$ cat src/hw/rtl/cphc_pkg.sv
// Shared types and constants for the convex polygon half-plane clipper.
`timescale 1ns / 1ps

package cphc_pkg;

    // Width of the stored signed distance value of a vertex; covers every
    // fraction width down to eight bits.
    localparam int A_W = 58;

    // One vertex as it sits in a ring cell, with its distance to the cut line.
    typedef struct packed {
        logic signed [31:0]    x;
        logic signed [31:0]    y;
        logic signed [A_W-1:0] a;
    } t_vtx;

endpackage

$ cat src/hw/rtl/cphc_cell.sv
// One ring cell: holds a vertex and takes its neighbor's or a written vertex.
`timescale 1ns / 1ps

module cphc_cell
    import cphc_pkg::*;
(
    input  logic i_clk,
    input  logic i_en,
    input  logic i_sel,
    input  t_vtx i_nbr,
    input  t_vtx i_wd,
    output t_vtx o_q
);

    t_vtx r_q;

    always_ff @(posedge i_clk) begin
        if (i_en) begin
            r_q <= i_sel ? i_wd : i_nbr;
        end
    end

    assign o_q = r_q;

endmodule

$ cat config.mk
export PLATFORM = sky130hd
export DESIGN_NAME = cphc_cell
export DESIGN_NICKNAME = d
export VERILOG_FILES = /design/src/hw/rtl/cphc_pkg.sv /design/src/hw/rtl/cphc_cell.sv
export SDC_FILE = /design/constraint.sdc
export NUM_CORES = 1
export LEC_CHECK = 0
export BUFFER_PORTS_ARGS = -buffer_cell sky130_fd_sc_hd__buf_4
export CAP_MARGIN = 30
export CORE_AREA = 2 2 143 145
export DETAILED_ROUTE_END_ITERATION = 10
export DIE_AREA = 0 0 145 147
export PLACE_DENSITY = 0.69
export SYNTH_ARGS = -nofsm -noshare
export SYNTH_HDL_FRONTEND = slang
export SYNTH_SLANG_ARGS = --single-unit
$ cat constraint.sdc
create_clock -name i_clk -period 1.1 [get_ports i_clk]
set_input_delay 0.11 -clock i_clk [delete_from_list [all_inputs] [get_ports i_clk]]
set_output_delay 0.11 -clock i_clk [all_outputs]
set_load 0.01 [all_outputs]
==> results.md <==
- Status: finished, final reports clean
- Worst hold stages: 2
- Vias/cell: 4.172
- Reg clk slew, reported paths: 0.05 ns
- Crit path time final: 1.075 ns
- Crit. End Element: output pin
- Clk buf depth: 2
- Type of the most critical hold path: input pin to flip-flop
- Hold Vio Cnt, Final: 0
- Die X: 145 µm
- Crit path kind: flip-flop to output pin
- Final period util: 97.74%
- Post-synth cell types: 6
- Net count of the mapped netlist: 505
- Max reg flops: 122
- Compound-cell area share of the yosys netlist: 0%
- Dpl hpwl: 13000 µm
- Total core area: 0.01984 mm²
- Crit-path max FO: 1
- CP Launch Type: flip-flop
- Synth-to-Final Area Change: 101.6%
- Largest family of logic cells by synthesized area: multiplexers
- Crit path buf inv count: 1
- Worst Path Arrival: 0.97 ns
- Largest net degree at the start of global routing: 41
- Starting Density: 27.59%
- N_diodes: 0
- Fill count: 1531
- CTS Sinks: 122
- Postcts setup bufs: 0
- Placed Instances: 902
- Area of the mapped netlist: 0.005474 mm²
- Max H-tree Level: 4
- GRT Overall Usage: 17.22%
- First-pass GRT wire length: 28060 µm
- Antenna violations before repair: 0
- Crit-path cells: buf_6
- Max IR drop VDD: 0.9025 mV
- Max frequency: 930.1 MHz
- Die Area: 0.02132 mm²
- Leak Pwr: 4.931 nW
- Drt first pass iters: 4
- Mux cell area share after synthesis: 30.58%
- Starting DRT DRC Count: 88
- Share of layout cells above drive strength 1: 64.71%
- Slew margin rel.: 82.20%
- Antenna viol nets, final: 0
- Post-Synth Simple-Gate Area: 0%
- Routed WL: 19080 µm
- Nets: 1067
- Final setup viols: 0
- Share of the synthesized area in the top cell type: 66.93%
- Mapped Avg Cell Area: 21.22 µm²
- Die H: 147 µm
- IO buf count: 368
- Worst slew pin tran: 0.2670 ns
- Slowest CP cell: edfxtp_1
- Slew Viols, Final: 0
- Fin cells: 1103
- Critical Path Stages: 1
- CTS tree: done
- Total Power: 14.57 mW
- Root Driver: clkbuf_16
- RSZ-0062 raised after global routing: yes
- Total CTS buffers: 17
- DR DRC count: 0
- Congestion Overflow GR: 0
- Via Count: 4602
- Wire per inst: 17.30 µm
- Synth area leader: edfxtp_1
- Seq cells post-synth: 122
- Pwr per Cell Area: 1320 mW/mm²
- Number of global-route vias before repair: 5270
- Synthesized instance count: 258
- I/O pins: 369
- Max Cap Viol: 0
- Gp weighted congestion: 0.9105
- Total number of yosys warnings: 0
- Row count: 52
- Req. time, crit path: 0.99 ns
- Area share of fa/ha/maj cells after synthesis: 0%
- Post-Synth XOR/XNOR Area: 0%
- Critical path's top delay family: flip-flops
- Seq/Total Area, Yosys: 66.93%
- Synth top area cells: edfxtp_1 67%, mux2_4 22%, mux2_2 8.6%
- CP max stage delay: 0.42 ns
[placed cells by master, fill, tap and decap left out]
cell type        n
clkinv_2         4
bufinv_16        4
buf_12           8
clkbuf_16       17
buf_6           12
clkinv_1         1
buf_4          368
mux2_4          80
clkinvlp_4       2
dlygate4sd3_1  169
edfxtp_1       122
mux2_2          42
clkbuf_1         2
clkinv_4         2
[stage by stage]
stage	area [µm²]	hold slack (ns)	setup slack [ns]	util, %	setup TNS (ns)
final	11030	0.01957	0.02482	55.61	0
after floorplan	5474	0.2225	0.05459	-	0
after detailed placement	8692	0.4130	-0.08882	43.80	-7.286
after CTS	10900	0.0001564	-0.01680	54.93	-0.01680
after global routing	11030	0.0001825	-0.01658	55.61	-0.07929
after global placement	8692	0.4102	-0.07355	43.80	-6.205
[logic make-up after synthesis]
kind of cell	after synthesis
buf+inv	14
flops	122
mux	122
[layout make-up]
cell class | count | area [µm²] | share of cell area (%)
sequential | 122 | 3664 | 33.20
tap | 270 | 337.8 | 3.062
clock inverter | 13 | 176.4 | 1.599
multi-input combinational | 122 | 1674 | 15.17
clock buffer | 19 | 432.9 | 3.923
timing repair buffer | 557 | 4750 | 43.04
[routing by layer]
| metal | share of wire, % | vias to the layer above | track usage (%) |
|---|---|---|---|
| met1 | 34 | 2177 | 16.43 |
| met5 | 0 | - | 0 |
| met4 | 2.7 | 0 | 6.683 |
| li1 | - | 2150 | - |
| met3 | 7.6 | 36 | 5.963 |
| met2 | 56 | 239 | 33.67 |
[timing repair]
item,CTS,global route
hold buffers,159,10
gates resized for setup,2,9
pin swaps,0,0
setup endpoints to repair,2,11
hold endpoints to repair,88,8
[synthesized netlist by cell type (all sizes together)]
library cell,instances
edfxtp,122
buf,14
mux2,122
[worst paths after layout]
kind / startpoint / end / slack [ns]
setup / recovery: o_q[29]$_DFFE_PP_ / o_q[29] / 0.02
hold / removal: i_nbr[34] / o_q[34]$_DFFE_PP_ / 0.02
[where the power goes]
group / internal, mW / switching (mW) / total (mW)
logic: 1.97 / 1.01 / 2.99
clock network: 3.77 / 2.04 / 5.82
registers: 5.63 / 0.138 / 5.77
(Power assumes the default switching activity.)
