===== src/hw/rtl/cphc_div.sv =====
// Restoring divider that forms the interpolation fraction one bit a cycle.
`timescale 1ns / 1ps

module cphc_div #(
    parameter int FRAC_BITS = 16,
    parameter int DW        = 59
) (
    input  logic                i_clk,
    input  logic                i_rst_n,
    input  logic                i_start,
    input  logic [DW-1:0]       i_num,
    input  logic [DW-1:0]       i_den,
    output logic                o_done,
    output logic [FRAC_BITS:0]  o_t
);

    localparam int SW = $clog2(FRAC_BITS + 1);

    logic                r_busy;
    logic                r_done;
    logic [DW:0]         r_rem;
    logic [DW-1:0]       r_den;
    logic [FRAC_BITS:0]  r_t;
    logic [SW-1:0]       r_cnt;
    logic [DW:0]         w_rem2;
    logic                w_ge;

    assign w_rem2 = {r_rem[DW-1:0], 1'b0};
    assign w_ge   = w_rem2 >= {1'b0, r_den};

    always_ff @(posedge i_clk) begin
        if (!i_rst_n) begin
            r_busy <= 1'b0;
            r_done <= 1'b0;
        end else begin
            r_done <= 1'b0;
            if (i_start) begin
                r_den <= i_den;
                r_rem <= {1'b0, i_num};
                r_cnt <= '0;
                if (i_num >= i_den) begin
                    r_t    <= (FRAC_BITS + 1)'(1) << FRAC_BITS;
                    r_done <= 1'b1;
                end else begin
                    r_t    <= '0;
                    r_busy <= 1'b1;
                end
            end else if (r_busy) begin
                r_rem <= w_ge ? (w_rem2 - {1'b0, r_den}) : w_rem2;
                r_t   <= {r_t[FRAC_BITS-1:0], w_ge};
                r_cnt <= r_cnt + 1'b1;
                if (r_cnt == SW'(FRAC_BITS - 1)) begin
                    r_busy <= 1'b0;
                    r_done <= 1'b1;
                end
            end
        end
    end

    assign o_done = r_done;
    assign o_t    = r_t;

endmodule


===== config.mk =====
export PLATFORM = sky130hd
export DESIGN_NAME = cphc_div
export DESIGN_NICKNAME = d
export VERILOG_FILES = /design/src/hw/rtl/cphc_div.sv
export SDC_FILE = /design/constraint.sdc
export NUM_CORES = 1
export LEC_CHECK = 0
export BUFFER_PORTS_ARGS = -buffer_cell sky130_fd_sc_hd__buf_2
export CAP_MARGIN = 30
export CORE_MARGIN = 2
export CORE_UTILIZATION = 30
export CTS_BUF_LIST = sky130_fd_sc_hd__clkbuf_16
export CTS_CLUSTER_SIZE = 28
export DETAILED_ROUTE_END_ITERATION = 8
export MAX_ROUTING_LAYER = met4
export PLACE_DENSITY = 0.54
export SLEW_MARGIN = 20
export SYNTH_ARGS = -nofsm -noshare
export SYNTH_HDL_FRONTEND = slang
export SYNTH_SLANG_ARGS = --single-unit

===== constraint.sdc =====
create_clock -name i_clk -period 3.4 [get_ports i_clk]
set_input_delay 0.34 -clock i_clk [delete_from_list [all_inputs] [get_ports i_clk]]
set_output_delay 0.34 -clock i_clk [all_outputs]
set_load 0.02 [all_outputs]

==> qor.yml <==
p_leak_nw: 6.02
required_ns: 3.60
r2r-end: "r_rem[5]$_DFFE_PP_"
drc_errors: 0
power.internal_mw: 4.14
antenna_found_initial: 5
power.total_mw: 6.35
cts_tree: "built"
first_pass_iters: 5
rr_startpoint: "r_den[1]$_DFFE_PP_"
regArea_sq_um: 4240
power_switching_share_pct: 34.7
slowest_delay_ns: 0.45
crit_chain: "inv_2 -> buf_4 -> fa_2 -> a21oi_2 -> o211ai_2 -> a221o_2 -> nand2b_1 -> o211a_4 -> o31ai_4 -> o21ai_4 -> buf_4 -> clkbuf_16 -> o21ai_0 -> mux2_2"
holdWs_ns: 0.0826
min_period_over_period_pct: 97.8
synth_ff_type: "edfxtp_1"
dpl.cell_count: 1788
final_nets: 1604
finalInstanceArea_sq_um: 13300
ios: 139
crit_fanout: 13
crit_path_end_kind: "register"
yosysSeqAreaShare_pct: 39.2
multi_input_area_sq_um: 5970
die_y_um: 194
gp_congestion: 0.881
crit_slowest_cell: "a221o_2"
startpoint_type: "register"
grt_use_total_pct: 16.0
htreeDepth: 4
syn2layout_area_growth_pct: 23.1
first_iter_violations: 569
synth_top_area_share_pct: 38.8
ctsRootBufferMaster: "clkbuf_16"
synth_edf_count: 140
ys_ff_latch: 142
max_freq_ghz: 0.301
min_path_type: "primary input to register"
slew_violations: 0
grt_pass1_wl_um: 46900
period_needed_ns: 3.32
viasPerCell: 4.89
run_status: "finished, final reports clean"
die_w_um: 194
combPwrFrac_pct: 36.8
place_hpwl_um: 22600
yosysMostFrequentCell: "edfxtp_1"
p_seq_share_pct: 34.7
grt_pass1_vias: 8960
relSlewSlack_pct: 49.5
startpoint: "r_den[1]$_DFFE_PP_"
netSwitchingPower_mw: 2.20
grt_max_degree: 76
fin_ws_ns: 0.0750
overflow: 0
die-area_sq_um: 37700
n_fill_cell: 3685
cts.sinks: 142
dpl-instance-area_sq_um: 12500
worstSetupPathType: "register to register"
final_cells: 1841
dpl_worst_slack_ns: -0.157
drt-total-wl_um: 29600
rsz0062_at_grt: "true"
synth_area_leaders: "edfxtp_1 39%, ha_1 14%, a21oi_1 5.4%, inv_1 4.8%, a21o_1 3.7%"
crit_path_end: "r_rem[5]$_DFFE_PP_"
ir_drop_v: 0.000352
clock_skew_ns: 0.0141
critPathTopFamily: "compound AO/OA/AOI/OAI gates"
arrival_ns: 3.53
ff2ff_setup_slack_ns: 0.08
portBuffers: 138
avgRoutedWirePerCell_um: 16.1
synth_cell_types: 76
netlist_area_sq_um: 10800
cp.depth: 14
netlist_top_cells_count: "140 x edfxtp_1, 139 x inv_1, 120 x ha_1"
drtAntennaViolNets: 0
cp_common_cell: "buf_4"
worst_slew_pin_slew_ns: 0.757
num_rows: 69
synth.net_count: 1409
setup_viol: 0
clkPwrFrac_pct: 28.5
synthArstFlopShare_pct: 0
yosys_warnings: 0
clk_pin_slew_ns: 0.07
cts_made_buffers: 17
yosysTopAreaCell: "edfxtp_1"
clk_path_buf_depth: 2
hold_viol: 0
worst-path-buf-inv: 4
vias: 8994
max_cap_viol_count: 0
reg2reg_depth: 14
syn_avg_cell_area_sq_um: 9.29
syn-instance-count: 1167
power.density_nw_per_um2: 476
clk_latency_ns: 0.44
drive_above_1_share_pct: 22.3
core-area_sq_um: 35600
initial_core_util_pct: 30.5
==> power by group through the flow <==
stage / clock network (mW) / registers (mW) / logic (mW)
2_1_floorplan: 0 / 2.24 / 1.48
3_3_place_gp: 0 / 2.23 / 2.14
3_5_place_dp: 0 / 2.24 / 2.15
4_1_cts: 1.87 / 2.20 / 2.17
5_1_grt: 1.94 / 2.22 / 2.60
6_report: 1.81 / 2.20 / 2.34
==> sequential cells by signal (all words and copies together) (netlist names) <==
signal	flops
o_done	1
r_rem	59
r_den	59
r_cnt	5
o_t	17
r_busy	1
==> routing by layer <==
| layer | share of wire [%] | track usage (%) |
|---|---|---|
| met2 | 46 | 25.4 |
| met4 | 1.2 | 4.21 |
| met3 | 4.1 | 3.10 |
| met5 | 0 | - |
| met1 | 48 | 21.0 |
==> final cells by class <==
class                   instances  area share (%)
multi-input cells             841            44.8
flip-flops and latches        142            31.8
inverters                     139            3.91
well taps                     461            4.32
diodes                          5          0.0938
repair buffers                221            11.0
clock inverters                15           0.956
clock buffers                  17            3.19
==> logic make-up (layout without fill, tap and decap cells) <==
group                      Yosys count  after routing  share of synthesized area (%)
AOI/OAI and AO/OA                  347            347                           20.8
and+or+nand+nor                    304            304                           13.4
buffers and inverters              184            392                           6.73
DFF                                142            142                           39.2
adders and majority gates          121            121                           14.0
xor gates and xnor gates            52             52                           4.20
muxes                               17             17                           1.64
other                                0              5                              0
==> cells in the final DEF (no fill, tap or decap), types with 7 or more instances in the layout <==
cell type  Yosys  routed
edfxtp_1     140     140
xnor2_1       35      35
nand3_1       18      18
o21bai_1      15      13
buf_2         17     137
o21ai_0       67      62
ha_1         120     118
mux2i_1       11      10
nor2_1        81      81
nand2_1       99      99
xor2_1        17      17
nand4_1       24      24
a21oi_1      117     111
a21o_1        54      54
a211oi_1      10       8
clkbuf_16      0      21
nand2b_1       9       9
a31oi_1        8       8
o211ai_1       9       9
inv_1        139     137
a21oi_2        2       8
buf_4          2      71
o21a_1         8       7
o21ai_1       10      15
nor2b_1       27      27
nor3_1        16      14
==> metrics by stage <==
step,TNS [ns],utilization (%)
CTS,0,36.6
global route,-0.227,37.5
global placement,-0.415,35.1
floorplan,0,-
finish,0,37.5
detailed placement,-0.336,35.1
==> repair_timing <==
| action | in CTS | in global routing |
|---|---|---|
| setup endpoints to repair | 0 | 40 |
| hold buffers | 0 | 0 |
| resized for setup | 0 | 33 |
| setup buffers | 0 | 12 |
==> worst min-delay path by stage <==
stage	to	slack [ns]	depth (start not counted)	startpoint
2_1_floorplan	r_den[0]$_DFFE_PP_	0.44	0	i_den[0]
3_3_place_gp	r_busy$_SDFFE_PN0P_	0.53	1	r_busy$_SDFFE_PN0P_
3_5_place_dp	r_den[18]$_DFFE_PP_	0.53	1	i_den[18]
4_1_cts	r_den[18]$_DFFE_PP_	0.05	1	i_den[18]
5_1_grt	r_den[10]$_DFFE_PP_	0.06	1	i_den[10]
6_report	r_den[5]$_DFFE_PP_	0.08	1	i_den[5]
Note: power is estimated with default switching activity, not from simulation.
